[config.mk]
export PLATFORM = sky130hd
export DESIGN_NAME = spi_bootloader_host_sequencer
export DESIGN_NICKNAME = d
export VERILOG_FILES = /design/src/sbhs_pkg.sv /design/src/sbhs_front.sv /design/src/sbhs_queue.sv /design/src/sbhs_back.sv /design/src/spi_bootloader_host_sequencer.sv
export SDC_FILE = /design/constraint.sdc
export NUM_CORES = 1
export LEC_CHECK = 0
export BUFFER_PORTS_ARGS = -buffer_cell sky130_fd_sc_hd__buf_2
export CAP_MARGIN = 20
export CORE_MARGIN = 4
export CORE_UTILIZATION = 41
export CTS_CLUSTER_DIAMETER = 60
export DETAILED_ROUTE_END_ITERATION = 8
export GPL_TIMING_DRIVEN = 0
export SLEW_MARGIN = 25
export SYNTH_ARGS = -nofsm -noshare
export SYNTH_HDL_FRONTEND = slang
export SYNTH_HIERARCHICAL = 1
export SYNTH_SLANG_ARGS = --single-unit
export TNS_END_PERCENT = 10
[constraint.sdc]
create_clock -name clk -period 5.9 [get_ports clk]
set_input_delay 0.295 -clock clk [delete_from_list [all_inputs] [get_ports clk]]
set_output_delay 0.295 -clock clk [all_outputs]
set_load 0.1 [all_outputs]
[src/sbhs_pkg.sv]
package sbhs_pkg;

    localparam int MAX_TX      = 7;
    localparam int TX_CNT_W    = $clog2(MAX_TX + 1);
    localparam int TX_IDX_W    = $clog2(MAX_TX);
    localparam int QUEUE_DEPTH = 2;

    typedef struct packed {
        logic [1:0]  opcode;
        logic [2:0]  command;
        logic [31:0] address;
        logic [7:0]  length_minus_one;
        logic [7:0]  data_byte;
    } in_item_t;

    typedef struct packed {
        logic [7:0] tx_byte;
        logic       tx_valid;
        logic [7:0] read_byte;
        logic       read_valid;
        logic [2:0] status;
        logic [1:0] wants;
        logic       last;
    } out_item_t;

    typedef struct packed {
        logic [MAX_TX-1:0][7:0] tx_bytes;
        logic [TX_CNT_W-1:0]    tx_count;
        logic                   tx_valid;
        logic [7:0]             read_byte;
        logic                   read_valid;
        logic [2:0]             status;
        logic [1:0]             wants;
    } job_t;

    typedef struct packed {
        logic full;
        logic empty;
    } queue_stat_t;

endpackage

[src/sbhs_front.sv]
module sbhs_front
    import sbhs_pkg::*;
(
    input  logic        clk,
    input  logic        rst_n,
    input  logic        accept,
    input  in_item_t    item,
    input  logic        cfg_wr_en,
    input  logic [15:0] cfg_wr_data,
    output job_t        job
);

    localparam logic [1:0] OP_COMMAND  = 2'd0;
    localparam logic [1:0] OP_PAYLOAD  = 2'd1;
    localparam logic [1:0] OP_RECEIVED = 2'd2;

    localparam logic [2:0] CMD_SYNC      = 3'd0;
    localparam logic [2:0] CMD_GET       = 3'd1;
    localparam logic [2:0] CMD_VERSION   = 3'd2;
    localparam logic [2:0] CMD_ID        = 3'd3;
    localparam logic [2:0] CMD_WRITE     = 3'd4;
    localparam logic [2:0] CMD_ERASE     = 3'd5;
    localparam logic [2:0] CMD_UNPROTECT = 3'd6;
    localparam logic [2:0] CMD_INVALID   = 3'd7;

    localparam logic [2:0] ST_BUSY       = 3'd0;
    localparam logic [2:0] ST_OK         = 3'd1;
    localparam logic [2:0] ST_NACK       = 3'd2;
    localparam logic [2:0] ST_TIMEOUT    = 3'd3;
    localparam logic [2:0] ST_UNEXPECTED = 3'd4;

    localparam logic [7:0] BYTE_SYNC  = 8'h5A;
    localparam logic [7:0] BYTE_ACK   = 8'h79;
    localparam logic [7:0] BYTE_NACK  = 8'h1F;
    localparam logic [7:0] BYTE_ZERO  = 8'h00;
    localparam logic [7:0] BYTE_ONES  = 8'hFF;
    localparam logic [7:0] CODE_GET   = 8'h00;
    localparam logic [7:0] CODE_VER   = 8'h01;
    localparam logic [7:0] CODE_ID    = 8'h02;
    localparam logic [7:0] CODE_WRITE = 8'h31;
    localparam logic [7:0] CODE_ERASE = 8'h44;
    localparam logic [7:0] CODE_UNPR  = 8'h73;

    localparam logic [15:0] POLL_LIMIT_RESET = 16'd1000;

    typedef enum logic [2:0] {
        PH_IDLE,
        PH_ACK_CMD,
        PH_READ,
        PH_ACK_ADDR,
        PH_PAYLOAD,
        PH_ACK_FINAL
    } phase_t;

    phase_t      phase_reg, phase_next;
    logic [2:0]  active_cmd_reg, active_cmd_next;
    logic [8:0]  bytes_left_reg, bytes_left_next;
    logic [7:0]  checksum_reg, checksum_next;
    logic [15:0] poll_count_reg, poll_count_next;
    logic [31:0] target_addr_reg, target_addr_next;
    logic [15:0] poll_limit_reg;

    logic [1:0]  expect_op;
    logic [7:0]  code;
    logic [7:0]  addr_cs;
    logic [7:0]  pay_cs;
    logic [15:0] poll_inc;
    logic        is_ack;
    logic        is_nack;

    function automatic logic [1:0] wants_of(phase_t p);
        logic [1:0] w;
        if (p == PH_IDLE)
            w = OP_COMMAND;
        else if (p == PH_PAYLOAD)
            w = OP_PAYLOAD;
        else
            w = OP_RECEIVED;
        return w;
    endfunction

    function automatic logic [7:0] cmd_code(logic [2:0] c);
        logic [7:0] v;
        unique case (c)
            CMD_GET:       v = CODE_GET;
            CMD_VERSION:   v = CODE_VER;
            CMD_ID:        v = CODE_ID;
            CMD_WRITE:     v = CODE_WRITE;
            CMD_ERASE:     v = CODE_ERASE;
            CMD_UNPROTECT: v = CODE_UNPR;
            default:       v = BYTE_ZERO;
        endcase
        return v;
    endfunction

    function automatic logic [8:0] reply_len(logic [2:0] c);
        logic [8:0] v;
        unique case (c)
            CMD_GET:     v = 9'd14;
            CMD_VERSION: v = 9'd3;
            CMD_ID:      v = 9'd5;
            default:     v = 9'd0;
        endcase
        return v;
    endfunction

    always_comb
    begin
        expect_op = wants_of(phase_reg);
        code      = cmd_code(item.command);
        addr_cs   = target_addr_reg[31:24] ^ target_addr_reg[23:16]
                  ^ target_addr_reg[15:8] ^ target_addr_reg[7:0];
        pay_cs    = checksum_reg ^ item.data_byte;
        poll_inc  = poll_count_reg + 16'd1;
        is_ack    = (item.data_byte == BYTE_ACK);
        is_nack   = (item.data_byte == BYTE_NACK);

        phase_next       = phase_reg;
        active_cmd_next  = active_cmd_reg;
        bytes_left_next  = bytes_left_reg;
        checksum_next    = checksum_reg;
        poll_count_next  = poll_count_reg;
        target_addr_next = target_addr_reg;

        job            = '0;
        job.tx_count   = TX_CNT_W'(1);
        job.status     = ST_BUSY;

        if (item.opcode != expect_op) begin
            job.status = ST_UNEXPECTED;
        end else begin
            unique case (phase_reg) inside
                PH_IDLE:
                begin
                    if (item.command == CMD_INVALID) begin
                        job.status = ST_UNEXPECTED;
                    end else begin
                        active_cmd_next = item.command;
                        job.tx_valid    = 1'b1;
                        job.tx_bytes[0] = BYTE_SYNC;
                        if (item.command == CMD_SYNC) begin
                            job.tx_bytes[1] = BYTE_ZERO;
                            job.tx_count    = TX_CNT_W'(2);
                        end else begin
                            job.tx_bytes[1] = code;
                            job.tx_bytes[2] = ~code;
                            job.tx_bytes[3] = BYTE_ZERO;
                            job.tx_count    = TX_CNT_W'(4);
                        end
                        if (item.command == CMD_WRITE) begin
                            bytes_left_next  = {1'b0, item.length_minus_one} + 9'd1;
                            target_addr_next = item.address;
                        end
                        poll_count_next = '0;
                        phase_next      = PH_ACK_CMD;
                    end
                end
                PH_ACK_CMD, PH_ACK_ADDR, PH_ACK_FINAL:
                begin
                    if (is_ack) begin
                        job.tx_valid    = 1'b1;
                        job.tx_bytes[0] = BYTE_ACK;
                        if (phase_reg == PH_ACK_CMD) begin
                            case (active_cmd_reg) inside
                                CMD_GET, CMD_VERSION, CMD_ID:
                                begin
                                    bytes_left_next = reply_len(active_cmd_reg);
                                    phase_next      = PH_READ;
                                end
                                CMD_WRITE:
                                begin
                                    job.tx_bytes[1] = target_addr_reg[31:24];
                                    job.tx_bytes[2] = target_addr_reg[23:16];
                                    job.tx_bytes[3] = target_addr_reg[15:8];
                                    job.tx_bytes[4] = target_addr_reg[7:0];
                                    job.tx_bytes[5] = addr_cs;
                                    job.tx_bytes[6] = BYTE_ZERO;
                                    job.tx_count    = TX_CNT_W'(7);
                                    poll_count_next = '0;
                                    phase_next      = PH_ACK_ADDR;
                                end
                                CMD_ERASE:
                                begin
                                    job.tx_bytes[1] = BYTE_ONES;
                                    job.tx_bytes[2] = BYTE_ONES;
                                    job.tx_bytes[3] = BYTE_ZERO;
                                    job.tx_bytes[4] = BYTE_ZERO;
                                    job.tx_count    = TX_CNT_W'(5);
                                    poll_count_next = '0;
                                    phase_next      = PH_ACK_FINAL;
                                end
                                CMD_UNPROTECT:
                                begin
                                    job.tx_bytes[1] = BYTE_ZERO;
                                    job.tx_count    = TX_CNT_W'(2);
                                    poll_count_next = '0;
                                    phase_next      = PH_ACK_FINAL;
                                end
                                default:
                                begin
                                    job.status = ST_OK;
                                    phase_next = PH_IDLE;
                                end
                            endcase
                        end else if (phase_reg == PH_ACK_ADDR) begin
                            job.tx_bytes[1] = bytes_left_reg[7:0] - 8'd1;
                            job.tx_count    = TX_CNT_W'(2);
                            checksum_next   = bytes_left_reg[7:0] - 8'd1;
                            phase_next      = PH_PAYLOAD;
                        end else begin
                            job.status = ST_OK;
                            phase_next = PH_IDLE;
                        end
                    end else if (is_nack) begin
                        job.tx_valid    = 1'b1;
                        job.tx_bytes[0] = BYTE_ACK;
                        job.status      = ST_NACK;
                        phase_next      = PH_IDLE;
                    end else begin
                        poll_count_next = poll_inc;
                        if (poll_inc >= poll_limit_reg) begin
                            job.status = ST_TIMEOUT;
                            phase_next = PH_IDLE;
                        end
                    end
                end
                PH_READ:
                begin
                    job.read_valid = 1'b1;
                    job.read_byte  = item.data_byte;
                    if (bytes_left_reg <= 9'd1) begin
                        job.tx_valid    = 1'b1;
                        job.tx_bytes[0] = BYTE_ZERO;
                        bytes_left_next = '0;
                        poll_count_next = '0;
                        phase_next      = PH_ACK_FINAL;
                    end else begin
                        bytes_left_next = bytes_left_reg - 9'd1;
                    end
                end
                PH_PAYLOAD:
                begin
                    checksum_next   = pay_cs;
                    job.tx_valid    = 1'b1;
                    job.tx_bytes[0] = item.data_byte;
                    if (bytes_left_reg <= 9'd1) begin
                        job.tx_bytes[1] = pay_cs;
                        job.tx_bytes[2] = BYTE_ZERO;
                        job.tx_count    = TX_CNT_W'(3);
                        bytes_left_next = '0;
                        poll_count_next = '0;
                        phase_next      = PH_ACK_FINAL;
                    end else begin
                        bytes_left_next = bytes_left_reg - 9'd1;
                    end
                end
                default:
                begin
                    job.status = ST_UNEXPECTED;
                    phase_next = PH_IDLE;
                end
            endcase
        end

        job.wants = wants_of(phase_next);
    end

    always_ff @(posedge clk or negedge rst_n)
    begin
        if (!rst_n) begin
            phase_reg       <= PH_IDLE;
            active_cmd_reg  <= '0;
            bytes_left_reg  <= '0;
            checksum_reg    <= '0;
            poll_count_reg  <= '0;
            target_addr_reg <= '0;
            poll_limit_reg  <= POLL_LIMIT_RESET;
        end else begin
            if (cfg_wr_en)
                poll_limit_reg <= cfg_wr_data;
            if (accept) begin
                phase_reg       <= phase_next;
                active_cmd_reg  <= active_cmd_next;
                bytes_left_reg  <= bytes_left_next;
                checksum_reg    <= checksum_next;
                poll_count_reg  <= poll_count_next;
                target_addr_reg <= target_addr_next;
            end
        end
    end

endmodule

[src/sbhs_queue.sv]
module sbhs_queue
    import sbhs_pkg::*;
(
    input  logic        clk,
    input  logic        rst_n,
    input  logic        push,
    input  job_t        push_job,
    input  logic        pop,
    output job_t        head,
    output queue_stat_t stat
);

    localparam int PTR_W = (QUEUE_DEPTH > 1) ? $clog2(QUEUE_DEPTH) : 1;
    localparam int CNT_W = $clog2(QUEUE_DEPTH + 1);

    job_t             slots [QUEUE_DEPTH];
    logic [PTR_W-1:0] wr_ptr_reg, wr_ptr_next;
    logic [PTR_W-1:0] rd_ptr_reg, rd_ptr_next;
    logic [CNT_W-1:0] count_reg, count_next;
    logic             do_push;
    logic             do_pop;

    function automatic logic [PTR_W-1:0] ptr_inc(logic [PTR_W-1:0] p);
        logic [PTR_W-1:0] n;
        if (p == PTR_W'(QUEUE_DEPTH - 1))
            n = '0;
        else
            n = p + PTR_W'(1);
        return n;
    endfunction

    always_comb
    begin
        stat.full   = (count_reg == CNT_W'(QUEUE_DEPTH));
        stat.empty  = (count_reg == '0);
        do_push     = push && !stat.full;
        do_pop      = pop && !stat.empty;
        wr_ptr_next = do_push ? ptr_inc(wr_ptr_reg) : wr_ptr_reg;
        rd_ptr_next = do_pop ? ptr_inc(rd_ptr_reg) : rd_ptr_reg;
        count_next  = count_reg;
        if (do_push && !do_pop)
            count_next = count_reg + CNT_W'(1);
        else if (do_pop && !do_push)
            count_next = count_reg - CNT_W'(1);
        head = slots[rd_ptr_reg];
    end

    always_ff @(posedge clk)
    begin
        if (do_push)
            slots[wr_ptr_reg] <= push_job;
    end

    always_ff @(posedge clk or negedge rst_n)
    begin
        if (!rst_n) begin
            wr_ptr_reg <= '0;
            rd_ptr_reg <= '0;
            count_reg  <= '0;
        end else begin
            wr_ptr_reg <= wr_ptr_next;
            rd_ptr_reg <= rd_ptr_next;
            count_reg  <= count_next;
        end
    end

    a_count_bound: assert property (@(posedge clk) disable iff (!rst_n)
        count_reg <= CNT_W'(QUEUE_DEPTH))
        else $error("queue count beyond depth");

    a_push_counts: assert property (@(posedge clk) disable iff (!rst_n)
        (push && !pop && !stat.full) |=> (count_reg == $past(count_reg) + CNT_W'(1)))
        else $error("push lost");

endmodule

[src/sbhs_back.sv]
module sbhs_back
    import sbhs_pkg::*;
(
    input  logic        clk,
    input  logic        rst_n,
    input  job_t        head,
    input  queue_stat_t qstat,
    output logic        pop,
    output logic        out_valid,
    input  logic        out_ready,
    output out_item_t   out_data
);

    logic [TX_IDX_W-1:0] idx_reg, idx_next;
    logic                valid_reg, valid_next;
    out_item_t           data_reg, data_next;
    logic                load;
    logic                at_last;

    always_comb
    begin
        load    = !qstat.empty && (!valid_reg || out_ready);
        at_last = (TX_CNT_W'(idx_reg) == (head.tx_count - TX_CNT_W'(1)));
        pop     = load && at_last;

        valid_next = valid_reg;
        data_next  = data_reg;
        idx_next   = idx_reg;
        if (load) begin
            valid_next          = 1'b1;
            data_next.tx_byte   = head.tx_bytes[idx_reg];
            data_next.tx_valid  = head.tx_valid;
            data_next.read_byte = head.read_byte;
            data_next.read_valid = head.read_valid;
            data_next.status    = head.status;
            data_next.wants     = head.wants;
            data_next.last      = at_last;
            idx_next            = at_last ? '0 : idx_reg + TX_IDX_W'(1);
        end else if (out_ready) begin
            valid_next = 1'b0;
        end
    end

    always_ff @(posedge clk or negedge rst_n)
    begin
        if (!rst_n) begin
            valid_reg <= 1'b0;
            idx_reg   <= '0;
        end else begin
            valid_reg <= valid_next;
            idx_reg   <= idx_next;
        end
    end

    always_ff @(posedge clk)
    begin
        data_reg <= data_next;
    end

    assign out_valid = valid_reg;
    assign out_data  = data_reg;

    a_pop_marks_last: assert property (@(posedge clk) disable iff (!rst_n)
        pop |=> (valid_reg && data_reg.last))
        else $error("job retired without last flag");

    a_idx_in_range: assert property (@(posedge clk) disable iff (!rst_n)
        !qstat.empty |-> (TX_CNT_W'(idx_reg) < head.tx_count))
        else $error("byte index past job length");

endmodule

[src/spi_bootloader_host_sequencer.sv]
// Each accepted item becomes one job in a two-entry queue; the job is written into a
// queue slot, and the result register loads from the queue head once it is free.
// The back end emits one result per cycle while out_ready is high; an item has n
// results (1 to 7). With out_ready high, one-result items sustain one transfer per cycle.
// Reset (rst_n low, asynchronous) returns to idle, empties the queue and sets the
// acknowledge poll limit to 1000.
module spi_bootloader_host_sequencer
    import sbhs_pkg::*;
(
    input  logic        clk,
    input  logic        rst_n,
    input  logic        in_valid,
    output logic        in_ready,
    input  in_item_t    in_data,
    output logic        out_valid,
    input  logic        out_ready,
    output out_item_t   out_data,
    input  logic        cfg_wr_en,
    input  logic [15:0] cfg_wr_data
);

    job_t        new_job;
    job_t        head_job;
    queue_stat_t qstat;
    logic        in_accept;
    logic        pop;

    assign in_ready  = !qstat.full;
    assign in_accept = in_valid && in_ready;

    sbhs_front u_front (
        .clk         (clk),
        .rst_n       (rst_n),
        .accept      (in_accept),
        .item        (in_data),
        .cfg_wr_en   (cfg_wr_en),
        .cfg_wr_data (cfg_wr_data),
        .job         (new_job)
    );

    sbhs_queue u_queue (
        .clk      (clk),
        .rst_n    (rst_n),
        .push     (in_accept),
        .push_job (new_job),
        .pop      (pop),
        .head     (head_job),
        .stat     (qstat)
    );

    sbhs_back u_back (
        .clk       (clk),
        .rst_n     (rst_n),
        .head      (head_job),
        .qstat     (qstat),
        .pop       (pop),
        .out_valid (out_valid),
        .out_ready (out_ready),
        .out_data  (out_data)
    );

endmodule
==> results.yml, run 1 <==
die:
  io-pin-count: 100
  dieHeight_um: 188
  initial_core_util_pct: 41.9
  die_x_um: 188
  core.rowCount: 65
  coreArea_sq_um: 31800
  dieArea_sq_um: 35400
clocking:
  cts.htree.levels: 1
  clkLatencyLatePin_ps: 550
  cts.sinks: 267
  clock_path_buffers: 3
  tritoncts.num_buffers: 31
  path_clk_slew_ps: 60
  cts-root-buf: "clkbuf_16"
  cts_tree: "done"
global_routing:
  antenna_found_initial: 0
  track_usage_pct: 17.3
  grt_pass1_wl_um: 48800
  grt_pass1_vias: 8762
  grt_max_degree: 56
  grt_remaining_overflow: 0
sta:
  rsz0062_at_grt: "false"
  finalWorstSetupSlack_ps: 1700
  finalCritPeriodShare_pct: 71.3
  finalSetupViolCount: 0
  fin_worst_skew_ps: 18.0
  post-route-min-period_ps: 4200
  fin_hold_ws_ps: 33.6
  maxSlewViolCount: 0
  slew_headroom_pct: 43.4
  hold_viol: 0
  final.setup.tns_ps: 0
  fmax_mhz: 238
  tightest_slew_ps: 842
power:
  p_int_uw: 4820
  p_leak_uw: 0.00638
  swShare_pct: 39.2
  seqPwrFrac_pct: 35.8
  p_comb_share_pct: 41.7
  pwr-share-clk_pct: 22.5
  ir_drop_v: 0.000347
  p_per_area_nw_per_um2: 496
  power_switching_uw: 3110
final_layout:
  stdcell_area_sq_um: 16000
  nets: 1346
  largest_reg_flops: 148
  antenna_cells: 0
  drive_gt1_share_pct: 24.1
  nFillCells: 2822
  syn2layout_area_growth_pct: 20.2
critical_path:
  arrival_ps: 4500
  r2r_start: "u_front/poll_count_reg[0]"
  required_ps: 6200
  max_stage_delay_ps: 580
  end_kind: "register"
  cp-start-kind: "register"
  path_cells: "ha_1 > nand3_1 > nor2_1 > nand3_1 > xnor2_1 > ha_1 > nand4_1 > or4_1 > a31oi_1 > nand4bb_1 > o221a_2 > o211ai_1 > a21oi_1"
  startpoint: "u_front/poll_count_reg[0]"
  cp_max_fo: 6
  critical_path_class: "register to register"
  cpMaxStageDelayCell: "or4_1"
placed_design:
  dp_slack_ps: 1730
  gp_congestion: 0.867
  place.port_buffers: 99
  dp_hpwl_um: 22900
  placed_cell_area_sq_um: 14600
logic_synthesis:
  ys_warn_count: 6
  synth.distinct_cells: 83
  synthTopCellsByArea: "edfxtp_1 (39%), dfrtp_1 (17%), mux2_4 (5.6%)"
  synth-main-ff-cell: "edfxtp_1"
  synth_common_cells: "edfxtp_1 (172), nand2_1 (94), dfrtp_1 (89)"
  yosys.area.top_type: "edfxtp_1"
  synth_seq_area_share_pct: 56.7
  synth.most_common_cell: "edfxtp_1"
  syn_area_per_cell_sq_um: 12.6
  ys_ff_latch: 267
  async_reset_ff_share_pct: 35.6
  synth_edf_count: 172
  syn_inst: 1055
  yosysTopAreaCellShare_pct: 38.8
  syn_area_sq_um: 13300
drt:
  via_per_inst: 5.14
  antenna_left: 0
  num_vias: 8785
  wl_per_cell_um: 18.4
  drt-total-wl_um: 31400
  drc: 0
  drt_first_pass_iters: 5
  drtIter0Drc: 502
flow_run:
  maxCapViolCount: 0
min_path:
  timing.hold.worst.class: "primary input to register"
  hp-start: "cfg_wr_en"
run_status:
  outcome: "finished, final reports clean"
## per-stage QoR
step	cells	power (uW)	util, %
global placement	1596	6110	45.2
finish	1708	7930	50.4
floorplan	1062	5330	-
CTS	1708	8010	50.4
detailed placement	1602	6180	45.8
global route	1708	8350	50.4
## placed cells by master, fill, tap and decap left out, drive strengths merged, types with 4 or more instances in the layout
master,n
nor2b,7
xor2,24
mux2,111
clkinv,8
o21ai,86
xnor2,45
a22o,9
inv,34
a31oi,5
o221ai,4
o21a,8
ha,23
or2,5
dfstp,6
a22oi,5
mux2i,9
and2,31
nor2,65
nand4,4
clkbuf,64
and3,10
dlygate4sd3,49
mux4,8
nor3,17
edfxtp,172
nand3,16
conb,8
a21oi,47
dfrtp,89
nand2b,8
o22ai,10
nand2,95
buf,138
## kinds of logic (layout without fill, tap and decap cells)
| group | after synthesis | count (layout) | share of synthesized area [%] |
|---|---|---|---|
| simple gates | 278 | 278 | 10.6 |
| flops | 267 | 267 | 56.7 |
| compound gates | 205 | 205 | 9.70 |
| mux | 128 | 128 | 12.8 |
| buf+inv | 83 | 294 | 3.25 |
| xor+xnor | 70 | 70 | 4.72 |
| fa+ha+maj | 23 | 23 | 2.16 |
| other cells | 1 | 8 | 0.0282 |
## critical path, delay by kind of cell, from the launching register on
family,cells,cell delay (ps)
flops,1,440
fa+ha+maj,2,600
simple gates,6,1790
compound gates,4,930
xor+xnor,1,180
## worst paths after layout
check,endpoint,slack [ps],depth (start not counted)
min in group asynchronous,u_front/poll_limit_reg[10],240,2
hold / removal,u_front/poll_limit_reg[0],30,2
setup reg to reg,u_queue/slots[1][0],1700,13
max in group asynchronous,u_front/target_addr_reg[3],5030,3
hold reg to reg,u_front/bytes_left_reg[8],500,1
setup / recovery,u_queue/slots[1][0],1700,13
## routing by layer
| metal | wire length, um | GRT usage [%] | vias up | part of all wire (%) |
|---|---|---|---|---|
| met5 | 0 | 0 | - | 0 |
| met4 | 576 | 3.61 | 0 | 1.8 |
| met3 | 1500 | 2.70 | 46 | 4.8 |
| met2 | 14900 | 28.4 | 211 | 47 |
| met1 | 14400 | 24.6 | 4286 | 46 |
| li1 | - | - | 4242 | - |
## power groups by stage
stage	clock network [uW]	registers, uW	logic [uW]
4_1_cts	1830	2840	3340
3_3_place_gp	0	2900	3210
5_1_grt	1910	2890	3550
6_report	1780	2840	3310
2_1_floorplan	0	3440	1890
3_5_place_dp	0	2880	3300
## what timing repair did
| action | CTS | global route |
|---|---|---|
| gates resized for setup | 0 | 0 |
| hold endpoints to repair | 82 | 0 |
| setup buffers | 0 | 0 |
| hold buffers | 49 | 0 |
## final cells by class
class                           count  area (sq um)  area share [%]
Buffer                             52           317            1.98
Clock buffer                       45           860            5.37
Clock inverter                     12           100           0.625
Inverter                           31           116           0.727
Multi-Input combinational cell    712          5380            33.6
Sequential cell                   267          7550            47.2
Tap cell                          435           544            3.40
Timing Repair Buffer              154          1150            7.18
Power figures use the tool's default switching activity.
==> inputs of run 2 (changes only) <==
==> constraint.sdc (replaced) <==
create_clock -name clk -period 3.78 [get_ports clk]
set_input_delay 0.189 -clock clk [delete_from_list [all_inputs] [get_ports clk]]
set_output_delay 0.189 -clock clk [all_outputs]
set_load 0.1 [all_outputs]
==> results.yml, run 2 (same netlist as run 1, synthesis figures left out) <==
run_status:
  outcome: "finished, final reports clean"
power:
  p_leak_uw: 0.00650
  total_power_uw: 12900
  ir_drop_v: 0.000452
  p_per_area_nw_per_um2: 790
drt:
  drt-total-wl_um: 31600
  num_vias: 8823
  via_per_inst: 5.13
  drt_first_pass_iters: 5
  antenna_left: 0
  drc: 0
  drtIter0Drc: 579
  wl_per_cell_um: 18.4
sta:
  maxSlewViolCount: 0
  hold_viol: 0
  finalWorstSetupSlack_ps: 130
  fin_worst_skew_ps: 17.1
  finalCritPeriodShare_pct: 96.6
  slew_headroom_pct: 41.3
  fin_hold_ws_ps: 35.2
  post-route-min-period_ps: 3650
  rsz0062_at_grt: "false"
  finalSetupViolCount: 0
  fmax_mhz: 274
  tightest_slew_ps: 879
die:
  dieHeight_um: 188
  die_x_um: 188
  dieArea_sq_um: 35400
  io-pin-count: 100
  initial_core_util_pct: 41.9
  coreArea_sq_um: 31800
  core.rowCount: 65
flow_run:
  maxCapViolCount: 0
global_routing:
  grt_pass1_wl_um: 49100
  grt_pass1_vias: 8876
  track_usage_pct: 17.4
  grt_remaining_overflow: 0
  grt_max_degree: 56
  antenna_found_initial: 0
clocking:
  cts.htree.levels: 2
  cts-root-buf: "clkbuf_16"
  cts.sinks: 267
  cts_tree: "done"
  clock_path_buffers: 3
  tritoncts.num_buffers: 35
  clkLatencyLatePin_ps: 510
  path_clk_slew_ps: 50
critical_path:
  path_cells: "and3_4 > and3_4 > and4_4 > nand4_1 > xnor2_1 > ha_1 > nand4_1 > or4_4 > a31oi_4 > nand4bb_4 > o221a_2 > o211ai_1 > a21oi_2"
  cp_max_fo: 6
  end_kind: "register"
  max_stage_delay_ps: 600
  cpMaxStageDelayCell: "or4_4"
  arrival_ps: 3950
  critical_path_class: "register to register"
  cp-start-kind: "register"
  required_ps: 4080
placed_design:
  placed_cells: 1601
  gp_congestion: 0.876
  dp_slack_ps: -288
  placed_cell_area_sq_um: 14500
  place.port_buffers: 99
  dp_hpwl_um: 22900
final_layout:
  nets: 1354
  drive_gt1_share_pct: 25.9
  syn2layout_area_growth_pct: 22.7
  stdcell_area_sq_um: 16300
  nFillCells: 2789
  stdcell_count: 1719
  antenna_cells: 0
  largest_reg_flops: 148
  layout_common_cells: "edfxtp_1 (172), buf_2 (110), nand2_1 (94), dfrtp_1 (87), o21ai_0 (76)"
  final_common_cell: "edfxtp_1"
min_path:
  timing.hold.worst.class: "primary input to register"
-- run 2: changes by cell type in the layout (fill, tap and decap cells not counted), moves of 3 or more --
cell	delta
buf_4	+4
bufinv_16	+4
clkbuf_16	+4
clkinv_4	-3
-- run 2: critical path: cells and delay by family, from the launching register on --
| family | cells | cell delay [ps] |
|---|---|---|
| simple gates | 7 | 1770 |
| compound gates | 4 | 820 |
| xor+xnor | 1 | 170 |
| fa+ha+maj | 1 | 300 |
| flops | 1 | 390 |
-- run 2: layout make-up --
type	count	area, sq um	area share (%)
inverters	31	116	0.712
well taps	435	544	3.33
plain buffers	51	313	1.91
flip-flops and latches	267	7550	46.2
repair buffers	159	1160	7.13
clock inverters	16	216	1.32
multi-input cells	712	5480	33.5
clock buffers	48	956	5.85
-- run 2: metal layers --
| layer | routed length (um) | global-route usage [%] | vias up |
|---|---|---|---|
| met3 | 1410 | 2.58 | 32 |
| met4 | 482 | 3.90 | 0 |
| met5 | 0 | 0 | - |
| met1 | 14600 | 24.6 | 4340 |
| met2 | 15100 | 28.8 | 208 |
| li1 | - | - | 4243 |
-- run 2: final timing paths --
kind | slack (ps) | cells after the start | end | startpoint
max in group asynchronous | 2960 | 3 | u_front/target_addr_reg[11] | rst_n
min | 40 | 4 | u_front/bytes_left_reg[0] | in_data[8]
min reg2reg | 510 | 2 | u_front/poll_limit_reg[5] | u_front/poll_limit_reg[5]
max | 130 | 13 | u_queue/slots[0][0] | u_front/poll_count_reg[2]
min in group asynchronous | 160 | 2 | u_front/poll_limit_reg[15] | rst_n
max reg2reg | 130 | 13 | u_queue/slots[0][0] | u_front/poll_count_reg[2]
-- run 2: repair_timing --
item	in CTS	in global routing
resized for setup	10	12
pin swaps	1	3
endpoints found under the hold margin	92	0
setup endpoints to repair	5	7
setup buffers	0	4
hold buffers	51	0
-- run 2: per-stage QoR --
stage / setup TNS (ps) / utilization (%)
2_1_floorplan: 0 / -
3_3_place_gp: -168850 / 45.2
3_5_place_dp: -953 / 45.7
4_1_cts: -20.0 / 51.1
5_1_grt: 0 / 51.4
6_report: 0 / 51.4
-- run 2: where the power goes --
group | internal [uW] | leakage [uW] | switching, uW
clock network | 2070 | 0.000560 | 1220
logic | 1860 | 0.00308 | 3330
registers | 4060 | 0.00285 | 370
total | 7990 | 0.00650 | 4920
==> inputs of run 3 (changes only) <==
==> constraint.sdc (replaced) <==
create_clock -name clk -period 4.6 [get_ports clk]
set_input_delay 0.23 -clock clk [delete_from_list [all_inputs] [get_ports clk]]
set_output_delay 0.23 -clock clk [all_outputs]
set_load 0.1 [all_outputs]
==> results.yml, run 3 (same netlist as run 1, synthesis figures left out) <==
power:
  p_leak_uw: 0.00647
  ir_drop_v: 0.000371
  p_per_area_nw_per_um2: 653
die:
  coreArea_sq_um: 31800
  io-pin-count: 100
  die_x_um: 188
  core.rowCount: 65
  dieHeight_um: 188
  initial_core_util_pct: 41.9
  dieArea_sq_um: 35400
final_layout:
  nets: 1351
  drive_gt1_share_pct: 24.4
  syn2layout_area_growth_pct: 21.7
  antenna_cells: 0
  multiInputGateArea_sq_um: 5380
  stdcell_count: 1716
  final_common_cell: "edfxtp_1"
  nFillCells: 2804
  seq_area_sq_um: 7550
  layout_common_cells: "edfxtp_1 (172), buf_2 (110), nand2_1 (94), dfrtp_1 (89), o21ai_0 (77)"
  largest_reg_flops: 148
sta:
  fin_worst_skew_ps: 17.0
  final.setup.tns_ps: 0
  hold_viol: 0
  fmax_mhz: 242
  slew_headroom_pct: 39.7
  fin_hold_ws_ps: 73.3
  tightest_slew_ps: 903
  finalCritPeriodShare_pct: 89.9
  finalSetupViolCount: 0
  maxSlewViolCount: 0
  post-route-min-period_ps: 4140
  rsz0062_at_grt: "false"
clocking:
  clkLatencyLatePin_ps: 510
  cts.htree.levels: 2
  clock_path_buffers: 3
  cts_setup_buffers: 0
  cts_resized: 0
  tritoncts.num_buffers: 35
  cts.sinks: 267
  cts-root-buf: "clkbuf_16"
  cts_tree: "done"
  path_clk_slew_ps: 50
placed_design:
  dp_hpwl_um: 22900
  placed_cells: 1601
  gp_congestion: 0.876
  place.port_buffers: 99
run_status:
  outcome: "finished, final reports clean"
critical_path:
  critical_path_class: "register to register"
  cp_max_fo: 6
  path_cells: "ha_1 > nand3_1 > nor2_1 > and3_1 > xor2_1 > ha_1 > nand4_1 > or4_1 > a31oi_1 > nand4bb_1 > o221a_2 > o211ai_1 > a21oi_1"
  max_stage_delay_ps: 580
  cp-start-kind: "register"
  r2r_end: "u_queue/slots[0][0]"
  cp_common_cell: "ha_1"
  required_ps: 4860
  worstRegToRegCells: 13
  r2r_start: "u_front/poll_count_reg[0]"
  startpoint: "u_front/poll_count_reg[0]"
  end_kind: "register"
  regToRegSetupSlack_ps: 460
  arrival_ps: 4390
  cpMaxStageDelayCell: "or4_1"
drt:
  via_per_inst: 5.13
  drtIter0Drc: 563
  antenna_left: 0
  drt-total-wl_um: 31400
  drt_first_pass_iters: 5
  drc: 0
  wl_per_cell_um: 18.3
  num_vias: 8807
min_path:
  hp-start: "in_data[8]"
  holdPathStages: 4
  timing.hold.worst.class: "primary input to register"
  min_to: "u_front/bytes_left_reg[0]"
global_routing:
  grt_pass1_vias: 8874
  antenna_found_initial: 0
  grt_max_degree: 56
  track_usage_pct: 17.4
  grt_remaining_overflow: 0
  grt_pass1_wl_um: 49100
flow_run:
  maxCapViolCount: 0
==> run 3: changes by cell type in the layout (fill, tap and decap cells not counted), sizes merged <==
cell,change
buf,-4
clkbuf,+1
==> run 3: metal layers <==
metal / wire, um / GRT usage [%]
met5: 0 / 0
met4: 460 / 3.90
met3: 1450 / 2.58
met2: 15100 / 28.8
met1: 14400 / 24.6
==> run 3: worst max-delay path: cells and delay by family (launching register included) <==
family	cells	cell delay (ps)
AND/OR/NAND/NOR	6	1830
AO/OA/AOI/OAI	4	940
adder cells (fa/ha/maj)	2	590
flip-flops	1	440
XOR/XNOR	1	90
==> run 3: how the worst max path moves through the flow <==
stage / endpoint / depth (start not counted)
2_1_floorplan: u_queue/slots[0][0] / 5
3_3_place_gp: u_queue/slots[0][72] / 5
3_5_place_dp: u_queue/slots[0][0] / 13
4_1_cts: u_queue/slots[0][0] / 13
5_1_grt: u_queue/slots[0][0] / 13
6_report: u_queue/slots[0][0] / 13
==> run 3: layout make-up <==
type / instances / area share (%)
flip-flops and latches: 267 / 46.6
well taps: 435 / 3.36
clock buffers: 48 / 5.90
plain buffers: 52 / 1.95
clock inverters: 16 / 1.34
repair buffers: 155 / 7.00
inverters: 31 / 0.718
multi-input cells: 712 / 33.2
==> run 3: through the flow <==
stage / util (%) / area (sq um) / power, uW / worst slack (ps)
final: 51.0 / 16200 / 10600 / 462
after global routing: 51.0 / 16200 / 11100 / 108
after CTS: 51.0 / 16200 / 10700 / 493
after detailed placement: 45.7 / 14500 / 7910 / 532
after global placement: 45.2 / 14400 / 7820 / -499
after floorplan: - / 13300 / 6830 / 1210
==> run 3: repair_timing <==
item	in CTS	in global routing
endpoints found under the hold margin	89	0
hold buffers	51	0
endpoints found under the setup margin	0	0
==> run 3: report_power, final <==
group	internal, uW	total, uW	switching [uW]
Sequential	3340	3640	303
Combinational	1520	4240	2730
Clock	1700	2700	1000
